<file path="config.mk">
export PLATFORM = sky130hd
export DESIGN_NAME = i2c_master_transaction_sequencer_unit
export DESIGN_NICKNAME = d
export VERILOG_FILES = /design/src/i2c_seq_pkg.sv /design/src/i2c_master_transaction_sequencer_unit.sv
export SDC_FILE = /design/constraint.sdc
export NUM_CORES = 2
export LEC_CHECK = 0
export ABC_AREA = 1
export BUFFER_PORTS_ARGS = -buffer_cell sky130_fd_sc_hd__buf_2
export CAP_MARGIN = 10
export CORE_ASPECT_RATIO = 0.5
export CORE_MARGIN = 1.5
export CORE_UTILIZATION = 55
export CTS_CLUSTER_DIAMETER = 30
export CTS_CLUSTER_SIZE = 16
export DETAILED_ROUTE_END_ITERATION = 7
export MAX_ROUTING_LAYER = met4
export PLACE_DENSITY = 0.72
export SETUP_SLACK_MARGIN = 0.2
export SKIP_CTS_REPAIR_TIMING = 1
export SYNTH_ARGS = -nofsm -noshare
export SYNTH_HDL_FRONTEND = slang
export SYNTH_SLANG_ARGS = --single-unit
</file>
<file path="constraint.sdc">
create_clock -name clock -period 16.61 [get_ports clock]
set_input_delay 3.322 -clock clock [delete_from_list [all_inputs] [get_ports clock]]
set_output_delay 3.322 -clock clock [all_outputs]
set_load 0.05 [all_outputs]
</file>
<file path="src/i2c_seq_pkg.sv">
package i2c_seq_pkg;

   // queue sizing and per-request byte limits
   localparam int QUEUE_DEPTH        = 16;
   localparam int MAX_DATA_BYTES     = 8;
   localparam int MAX_SUB_ADDR_BYTES = 4;
   localparam int PTR_W              = $clog2(QUEUE_DEPTH);
   localparam int CNT_W              = $clog2(QUEUE_DEPTH + 1);

   // request kinds (req_tuser)
   localparam logic [1:0] REQ_ENQUEUE = 2'd0;
   localparam logic [1:0] REQ_EVENT   = 2'd1;
   localparam logic [1:0] REQ_BEGIN   = 2'd2;

   // bus actions
   localparam logic [2:0] ACT_NONE    = 3'd0;
   localparam logic [2:0] ACT_START   = 3'd1;
   localparam logic [2:0] ACT_TX      = 3'd2;
   localparam logic [2:0] ACT_RESTART = 3'd3;
   localparam logic [2:0] ACT_RX      = 3'd4;
   localparam logic [2:0] ACT_ACK     = 3'd5;
   localparam logic [2:0] ACT_NACK    = 3'd6;
   localparam logic [2:0] ACT_STOP    = 3'd7;

   // enqueue status
   localparam logic [1:0] ST_ACCEPTED = 2'd0;
   localparam logic [1:0] ST_FULL     = 2'd1;
   localparam logic [1:0] ST_NOT_ENQ  = 2'd2;

   typedef struct packed {
      logic [7:0]  tag;
      logic [3:0]  data_cnt;
      logic [2:0]  sub_cnt;
      logic [31:0] sub_addr;
      logic        rd;
      logic [6:0]  addr;
   } hdr_type;

   function automatic logic [2:0] clamp_sub(input logic [2:0] c);
      logic [2:0] r;
      if (c == 3'd0) r = 3'd1;
      else if (c > 3'(MAX_SUB_ADDR_BYTES)) r = 3'(MAX_SUB_ADDR_BYTES);
      else r = c;
      return r;
   endfunction

   function automatic logic [3:0] clamp_data(input logic [3:0] c);
      logic [3:0] r;
      if (c == 4'd0) r = 4'd1;
      else if (c > 4'(MAX_DATA_BYTES)) r = 4'(MAX_DATA_BYTES);
      else r = c;
      return r;
   endfunction

   function automatic logic [PTR_W-1:0] next_ptr(input logic [PTR_W-1:0] p);
      logic [PTR_W-1:0] r;
      if (p == PTR_W'(QUEUE_DEPTH - 1)) r = '0;
      else r = p + 1'b1;
      return r;
   endfunction

endpackage

</file>
<file path="src/i2c_master_transaction_sequencer_unit.sv">
// I2C master register-transfer sequencer with a queue of pending requests.
// Input channel req_*: req_tuser carries the kind (enqueue, bus-done event,
// begin); req_tdata carries the request fields and the received byte.
// Result channel rsp_*: exactly one result per input transfer, in order,
// giving the next bus action, the byte to send, the enqueue status, the
// idle flag and, on the stop that ends a read, the completed read record
// (rsp_tuser high, tag, bytes and count in rsp_tdata).
// A transfer lands in the input register, and the sequencer and queue
// logic then update the state and load the result register. Throughput
// is one item per clock while the receiver takes results, limited only
// by the single input and result registers.
// The queue holds QUEUE_DEPTH requests in flops, written at the tail and
// read at the head; a full queue refuses an enqueue without change.
// Reset empties the queue, marks the sequencer stopped and idle and drops
// both registers. When the receiver stalls, the result register holds and
// the input register takes one more transfer; then req_tready falls until
// the result is taken.
module i2c_master_transaction_sequencer_unit
   import i2c_seq_pkg::*;
(
   input  logic         clock,
   input  logic         reset,
   input  logic         req_tvalid,
   output logic         req_tready,
   // [6:0] target_addr, [7] read_mode, [39:8] sub_addr,
   // [42:40] sub_addr_count, [106:43] tx_data, [110:107] data_count,
   // [118:111] request_tag, [126:119] rx_byte, [127] zero
   input  logic [127:0] req_tdata,
   // [1:0] req_type
   input  logic [1:0]   req_tuser,
   output logic         rsp_tvalid,
   input  logic         rsp_tready,
   // [2:0] bus_action, [10:3] tx_byte, [12:11] enqueue_status, [13] bus_idle,
   // [21:14] record_tag, [85:22] record_data, [89:86] record_count, [95:90] zero
   output logic [95:0]  rsp_tdata,
   // [0] record_valid
   output logic         rsp_tuser
);

   localparam logic [3:0] PH_STOPPED   = 4'd0;
   localparam logic [3:0] PH_STARTED   = 4'd1;
   localparam logic [3:0] PH_ADDR_W    = 4'd2;
   localparam logic [3:0] PH_SUB_DONE  = 4'd3;
   localparam logic [3:0] PH_DATA_TX   = 4'd4;
   localparam logic [3:0] PH_RESTARTED = 4'd5;
   localparam logic [3:0] PH_ADDR_R    = 4'd6;
   localparam logic [3:0] PH_DATA_RX   = 4'd7;
   localparam logic [3:0] PH_ACKED     = 4'd8;
   localparam logic [3:0] PH_NACKED    = 4'd9;

   // input register
   logic             s1_valid_ff, s1_valid_in;
   logic [1:0]       s1_kind_ff;
   hdr_type          s1_hdr_ff;
   logic [63:0]      s1_tx_ff;
   logic [7:0]       s1_rx_ff;

   // queue storage
   hdr_type          q_hdr_ff [QUEUE_DEPTH];
   logic [63:0]      q_pay_ff [QUEUE_DEPTH];
   logic             q_we;

   // sequencer state
   logic [3:0]       phase_ff, phase_in;
   logic [PTR_W-1:0] head_ff, head_in;
   logic [PTR_W-1:0] tail_ff, tail_in;
   logic [CNT_W-1:0] count_ff, count_in;
   hdr_type          cur_hdr_ff, cur_hdr_in;
   logic [63:0]      cur_pay_ff, cur_pay_in;
   logic [63:0]      rx_buf_ff, rx_buf_in;
   logic [2:0]       sub_idx_ff, sub_idx_in;
   logic [3:0]       byte_idx_ff, byte_idx_in;
   logic             idle_ff, idle_in;

   // result register
   logic             out_valid_ff, out_valid_in;
   logic [2:0]       act_ff, act_in;
   logic [7:0]       txb_ff, txb_in;
   logic [1:0]       status_ff, status_in;
   logic             bus_idle_ff;
   logic             rec_valid_ff, rec_valid_in;
   logic [7:0]       rec_tag_ff, rec_tag_in;
   logic [63:0]      rec_data_ff, rec_data_in;
   logic [3:0]       rec_cnt_ff, rec_cnt_in;

   logic             advance;
   logic [3:0]       eff_phase;
   logic [2:0]       sub_inc;
   logic [3:0]       byte_inc;
   logic [3:0]       data_n;
   logic [63:0]      rx_masked;

   assign advance     = s1_valid_ff && (!out_valid_ff || rsp_tready);
   assign req_tready  = !s1_valid_ff || advance;
   assign s1_valid_in = (req_tvalid && req_tready) ? 1'b1 : (advance ? 1'b0 : s1_valid_ff);

   assign eff_phase = (s1_kind_ff == REQ_BEGIN) ? PH_STOPPED : phase_ff;
   assign sub_inc   = sub_idx_ff + 3'd1;
   assign byte_inc  = byte_idx_ff + 4'd1;
   assign data_n    = clamp_data(cur_hdr_ff.data_cnt);

   // keep only the bytes that were received
   always_comb begin
      for (int i = 0; i < 8; i++) begin
         rx_masked[8*i +: 8] = (4'(i) < data_n) ? rx_buf_ff[8*i +: 8] : 8'd0;
      end
   end

   always_comb begin
      phase_in     = phase_ff;
      head_in      = head_ff;
      tail_in      = tail_ff;
      count_in     = count_ff;
      cur_hdr_in   = cur_hdr_ff;
      cur_pay_in   = cur_pay_ff;
      rx_buf_in    = rx_buf_ff;
      sub_idx_in   = sub_idx_ff;
      byte_idx_in  = byte_idx_ff;
      idle_in      = idle_ff;
      q_we         = 1'b0;
      act_in       = ACT_NONE;
      txb_in       = 8'd0;
      status_in    = ST_NOT_ENQ;
      rec_valid_in = 1'b0;
      rec_tag_in   = 8'd0;
      rec_data_in  = 64'd0;
      rec_cnt_in   = 4'd0;
      if (advance) begin
         case (s1_kind_ff)
            REQ_ENQUEUE: begin
               if (count_ff >= CNT_W'(QUEUE_DEPTH)) begin
                  status_in = ST_FULL;
               end else begin
                  q_we      = 1'b1;
                  tail_in   = next_ptr(tail_ff);
                  count_in  = count_ff + 1'b1;
                  status_in = ST_ACCEPTED;
               end
            end
            REQ_EVENT, REQ_BEGIN: begin
               case (eff_phase)
                  PH_STARTED: begin
                     act_in      = ACT_TX;
                     txb_in      = {cur_hdr_ff.addr, 1'b0};
                     sub_idx_in  = 3'd0;
                     byte_idx_in = 4'd0;
                     phase_in    = PH_ADDR_W;
                  end
                  PH_ADDR_W: begin
                     act_in     = ACT_TX;
                     txb_in     = cur_hdr_ff.sub_addr[8*sub_idx_ff[1:0] +: 8];
                     sub_idx_in = sub_inc;
                     if (sub_inc >= clamp_sub(cur_hdr_ff.sub_cnt)) phase_in = PH_SUB_DONE;
                  end
                  PH_SUB_DONE: begin
                     if (cur_hdr_ff.rd) begin
                        act_in   = ACT_RESTART;
                        phase_in = PH_RESTARTED;
                     end else begin
                        act_in   = ACT_TX;
                        txb_in   = cur_pay_ff[8*byte_idx_ff[2:0] +: 8];
                        phase_in = PH_DATA_TX;
                     end
                  end
                  PH_DATA_TX: begin
                     byte_idx_in = byte_inc;
                     if (byte_inc >= data_n) begin
                        act_in   = ACT_STOP;
                        phase_in = PH_STOPPED;
                     end else begin
                        act_in = ACT_TX;
                        txb_in = cur_pay_ff[8*byte_inc[2:0] +: 8];
                     end
                  end
                  PH_RESTARTED: begin
                     act_in   = ACT_TX;
                     txb_in   = {cur_hdr_ff.addr, 1'b1};
                     phase_in = PH_ADDR_R;
                  end
                  PH_ADDR_R, PH_ACKED: begin
                     act_in   = ACT_RX;
                     phase_in = PH_DATA_RX;
                  end
                  PH_DATA_RX: begin
                     rx_buf_in[8*byte_idx_ff[2:0] +: 8] = s1_rx_ff;
                     byte_idx_in = byte_inc;
                     if (byte_inc >= data_n) begin
                        act_in   = ACT_NACK;
                        phase_in = PH_NACKED;
                     end else begin
                        act_in   = ACT_ACK;
                        phase_in = PH_ACKED;
                     end
                  end
                  PH_NACKED: begin
                     act_in       = ACT_STOP;
                     rec_valid_in = 1'b1;
                     rec_tag_in   = cur_hdr_ff.tag;
                     rec_data_in  = rx_masked;
                     rec_cnt_in   = data_n;
                     phase_in     = PH_STOPPED;
                  end
                  default: begin
                     // stopped: take the next request, or report idle
                     if (count_ff == '0) begin
                        idle_in  = 1'b1;
                        phase_in = PH_STOPPED;
                     end else begin
                        cur_hdr_in = q_hdr_ff[head_ff];
                        cur_pay_in = q_pay_ff[head_ff];
                        head_in    = next_ptr(head_ff);
                        count_in   = count_ff - 1'b1;
                        rx_buf_in  = 64'd0;
                        act_in     = ACT_START;
                        idle_in    = 1'b0;
                        phase_in   = PH_STARTED;
                     end
                  end
               endcase
            end
            default: begin
               // unknown kind: drop, result carries only status and idle
            end
         endcase
      end
   end

   assign out_valid_in = advance ? 1'b1 : (rsp_tready ? 1'b0 : out_valid_ff);

   always_ff @(posedge clock) begin
      if (reset) begin
         s1_valid_ff  <= 1'b0;
         out_valid_ff <= 1'b0;
         phase_ff     <= PH_STOPPED;
         head_ff      <= '0;
         tail_ff      <= '0;
         count_ff     <= '0;
         cur_hdr_ff   <= '0;
         cur_pay_ff   <= 64'd0;
         rx_buf_ff    <= 64'd0;
         sub_idx_ff   <= 3'd0;
         byte_idx_ff  <= 4'd0;
         idle_ff      <= 1'b1;
      end else begin
         s1_valid_ff  <= s1_valid_in;
         out_valid_ff <= out_valid_in;
         phase_ff     <= phase_in;
         head_ff      <= head_in;
         tail_ff      <= tail_in;
         count_ff     <= count_in;
         cur_hdr_ff   <= cur_hdr_in;
         cur_pay_ff   <= cur_pay_in;
         rx_buf_ff    <= rx_buf_in;
         sub_idx_ff   <= sub_idx_in;
         byte_idx_ff  <= byte_idx_in;
         idle_ff      <= idle_in;
      end
   end

   // payload registers: no reset
   always_ff @(posedge clock) begin
      if (req_tvalid && req_tready) begin
         s1_kind_ff        <= req_tuser;
         s1_hdr_ff.addr     <= req_tdata[6:0];
         s1_hdr_ff.rd       <= req_tdata[7];
         s1_hdr_ff.sub_addr <= req_tdata[39:8];
         s1_hdr_ff.sub_cnt  <= req_tdata[42:40];
         s1_tx_ff           <= req_tdata[106:43];
         s1_hdr_ff.data_cnt <= req_tdata[110:107];
         s1_hdr_ff.tag      <= req_tdata[118:111];
         s1_rx_ff           <= req_tdata[126:119];
      end
      if (q_we) begin
         q_hdr_ff[tail_ff] <= s1_hdr_ff;
         q_pay_ff[tail_ff] <= s1_tx_ff;
      end
      if (advance) begin
         act_ff       <= act_in;
         txb_ff       <= txb_in;
         status_ff    <= status_in;
         bus_idle_ff  <= idle_in;
         rec_valid_ff <= rec_valid_in;
         rec_tag_ff   <= rec_tag_in;
         rec_data_ff  <= rec_data_in;
         rec_cnt_ff   <= rec_cnt_in;
      end
   end

   assign rsp_tvalid = out_valid_ff;
   assign rsp_tuser  = rec_valid_ff;
   assign rsp_tdata  = {6'd0, rec_cnt_ff, rec_data_ff, rec_tag_ff, bus_idle_ff,
                        status_ff, txb_ff, act_ff};

   a_count_range: assert property (@(posedge clock) disable iff (reset)
      count_ff <= CNT_W'(QUEUE_DEPTH))
      else $error("queue fill count beyond depth");

   a_empty_ptrs: assert property (@(posedge clock) disable iff (reset)
      (count_ff == '0) |-> (head_ff == tail_ff))
      else $error("empty queue with head and tail apart");

   a_record_on_stop: assert property (@(posedge clock) disable iff (reset)
      (out_valid_ff && rec_valid_ff) |-> (act_ff == ACT_STOP))
      else $error("read record without stop");

   a_busy_when_acting: assert property (@(posedge clock) disable iff (reset)
      (out_valid_ff && act_ff != ACT_NONE) |-> !bus_idle_ff)
      else $error("bus action while reported idle");

endmodule
</file>
==> results.md <==
* Max-slew violations at 0
* CTS root buf: clkbuf_16
* IO Count at 233
* Setup_tns at 0 ns
* Worst hold path type: reg -> reg
* Layout cells sized above 1 at 10.35%
* Final instance area at 103100 um^2
* Top fanout value on the critical path at 3
* R2R cell count at 8
* Crit path DAT at 3.90 ns
* CTS buffer count at 271
* Simple-Gate Fraction of Synth Area at 10.73%
* Htree depth at 5
* CP peak stage delay at 0.24 ns
* R2r setup slk at 11.65 ns
* Area contributors post-synth: edfxtp_1, nor2_1, o21ai_0, dfxtp_1, o211ai_1
* Worst-margin pin slew at 1.226 ns
* Async set-reset flop share out of synthesis at 0%
* Period utilization at 43.51%
* Residual DRC count at 0
* Critical path, cell by cell: buf_2, inv_1, nand3_1, buf_2
* R2R Path Start: s1_kind_ff[1]$_DFFE_PP_
* Area leader, netlist: edfxtp_1
* Multiplexer share of the synthesized area at 0%
* CTS tree: built
* Slowest CP cell: buf_2
* Initial antenna violation count at 3
* Tot GR Track Use at 28.05%
* Height of the die at 290.8 um
* Unrepaired setup endpoints after global routing: false
* Fin worst setup slack at 9.384 ns
* CP endpoint kind: output port
* Flops & latches, synth at 2334
* Post-synthesis compound-gate area fraction at 11.08%
* # rows at 105
* Final setup fails at 0
* WP buf/inv at 3
* Max Freq at 0.1384 GHz
* Clk slew on worst S/H paths at 0.06 ns
* Initial Utilization at 55.50%
* Most common cell on crit path: buf_2
* Gpl congestion at 0.9172
* Final min period at 7.226 ns
* Hold path startpoint: rx_buf_ff[1]$_SDFFE_PP0P_
* Synth Area in Adders at 0.3103%
* Total congestion overflow at 0
* Iteration-0 DRC Markers at 8740
* Total Wirelength at 232500 um
* Post-synth EDFFs at 2124
* Hold EP: rx_buf_ff[1]$_SDFFE_PP0P_
* Setup Crit Path Kind: in -> out
* Dpl ws at 8.662 ns
* Power per Cell Area at 126.1 nW/um^2
* First-pass GRT wire length at 343400 um
* Final HPWL DP at 116100 um
* Vias in the first global route at 54720
* Startpoint types: input pin
* Mapped cell area at 91130 um^2
* Slew HR at 18.27%
* Critical Path RT at 13.29 ns
* Final Skew at 0.05113 ns
* Synthesis-to-finish area growth at 13.08%
* Mean area per synthesized cell at 12.43 um^2
* Die Area at 168300 um^2
* Total number of vias at 59650
* Post-route total power at 13.00 mW
* Largest family of logic cells by synthesized area: compound AO/OA/AOI/OAI gates
* Capturing point of the worst reg2reg path: q_hdr_ff[5][45]$_DFFE_PP_
* Placed Instance Area at 93890 um^2
* Yosys warning count at 0
* Netlist cell types at 39
* DR vias/cell at 6.057
* Largest net degree at the start of global routing at 227
* Top cell type's share of synthesized area at 69.99%
* XOR/XNOR Fraction of Synth Area at 0.08649%
* Total of max-cap violations at 0
* Static Leak at 34.29 nW
* Cells on Worst Hold Path at 2
* Nets at 7589
* DRT antenna net count at 0
* Top_reg_cell synth: edfxtp_1
* Seq/Total Area, Yosys at 74.60%
* IO Port Bufs at 225
* CP delay by family, top: buffers and inverters
* Clock Latency Late Sink at 0.82 ns
* Core area at 164200 um^2
* Post-DR wirelength/cell at 23.61 um
* Detailed Routing Iterations Pass 1 at 6
* Max Buffers Root-to-Sink at 4
* DIE WIDTH at 578.7 um
* Peak VDD IR at 70.24 uV
* Final Hold Vio Count at 0
* Clock sinks at 2334
* Mapped Cells at 7330
* Outcome: finished clean
per-stage QoR:
step	cells	hold slack (ns)	util (%)
floorplan	7335	0.4410	-
global placement	9353	0.4478	57.17
detailed placement	9353	0.4534	57.17
CTS	9843	0.4606	62.74
global route	9845	0.4722	62.75
finish	9849	0.4590	62.75
state kept, by name, summed over array words and instances (netlist names), 5 cells and up:
signal / count
count_ff: 5
cur_hdr_ff: 55
cur_pay_ff: 64
q_hdr_ff: 880
q_pay_ff: 1024
rec_data_ff: 64
rec_tag_ff: 8
rx_buf_ff: 64
s1_hdr_ff: 55
s1_rx_ff: 8
s1_tx_ff: 64
txb_ff: 8
area by class of cell:
type,instances,area (um^2)
multi-input combinational,4312,20400
antenna,6,15.01
sequential,2334,68000
fill,11890,61170
clock buffer,315,7199
inverter,203,802.0
tap,2193,2744
clock inverter,175,1948
timing repair buffer,311,1947
cells in the mapped netlist, drive strengths merged, types with 2 or more instances:
cell type     n
a21oi       165
a31oi         4
buf         161
clkbuf      325
clkinv        3
dfxtp       210
edfxtp     2124
ha           21
inv         200
nand2       448
nand3       380
nand4         7
nor2       1609
nor3          5
o211ai      261
o21ai      1149
o21bai        3
o22ai       238
or2           2
xnor2         3
xor2          6
metal layers:
| metal | global-route usage, % | wire, um | up-vias | share of wire [%] |
|---|---|---|---|---|
| met5 | - | 0 | - | 0 |
| met4 | 8.180 | 6313 | 0 | 2.7 |
| met3 | 5.659 | 27750 | 429 | 12 |
| met2 | 40.51 | 103100 | 3497 | 44 |
| met1 | 40.54 | 95350 | 28950 | 41 |
| li1 | - | - | 26780 | - |
kinds of logic (layout without fill, tap and decap cells):
| group | count (synthesis) | after routing |
|---|---|---|
| AOI/OAI and AO/OA | 1822 | 1822 |
| and+or+nand+nor | 2453 | 2453 |
| adders and majority gates | 22 | 22 |
| xor gates and xnor gates | 9 | 9 |
| buffers and inverters | 689 | 1004 |
| other | 1 | 12 |
| DFF | 2334 | 2334 |
worst max path at each step:
stage / from / to / slack, ns / depth (start not counted)
detailed placement: rsp_tready / q_hdr_ff[5][34]$_DFFE_PP_ / 8.66 / 9
global placement: rsp_tready / q_hdr_ff[5][34]$_DFFE_PP_ / 8.74 / 9
floorplan: rsp_tready / q_hdr_ff[11][0]$_DFFE_PP_ / 3.93 / 8
finish: rsp_tready / req_tready / 9.38 / 4
CTS: rsp_tready / req_tready / 9.39 / 4
global route: rsp_tready / q_hdr_ff[5][28]$_DFFE_PP_ / 9.21 / 9
power breakdown:
group,switching [mW],leakage (nW),internal [mW]
Sequential,0.0905,21.0,6.46
Combinational,0.321,8.87,0.119
Clock,2.46,4.42,3.55
cell usage in the layout (no fill, tap or decap), types with 19 or more instances in the layout:
cell | Yosys | routed
clkinv_2 | 0 | 24
o22ai_1 | 238 | 238
a21oi_1 | 164 | 164
nor2_4 | 4 | 21
o211ai_1 | 261 | 261
inv_8 | 0 | 24
o21ai_1 | 55 | 55
nor2_1 | 1603 | 1586
clkinv_4 | 0 | 19
edfxtp_1 | 2124 | 2124
inv_6 | 0 | 31
clkbuf_1 | 325 | 30
dfxtp_1 | 210 | 206
nand3_1 | 379 | 379
buf_4 | 58 | 72
bufinv_16 | 0 | 23
clkinvlp_4 | 0 | 20
inv_1 | 194 | 187
clkbuf_16 | 0 | 281
ha_1 | 21 | 21
o21ai_0 | 1093 | 1093
clkinv_1 | 3 | 29
buf_2 | 75 | 225
nand2_1 | 448 | 448
worst register-to-register path: cells and delay by family, from the launching register on:
kind                     cells  cell delay, ns
adder cells (fa/ha/maj)      1            0.16
flip-flops                   1            0.48
buffers and inverters        4            2.10
AND/OR/NAND/NOR              3            1.73
Power figures use the tool's default switching activity.
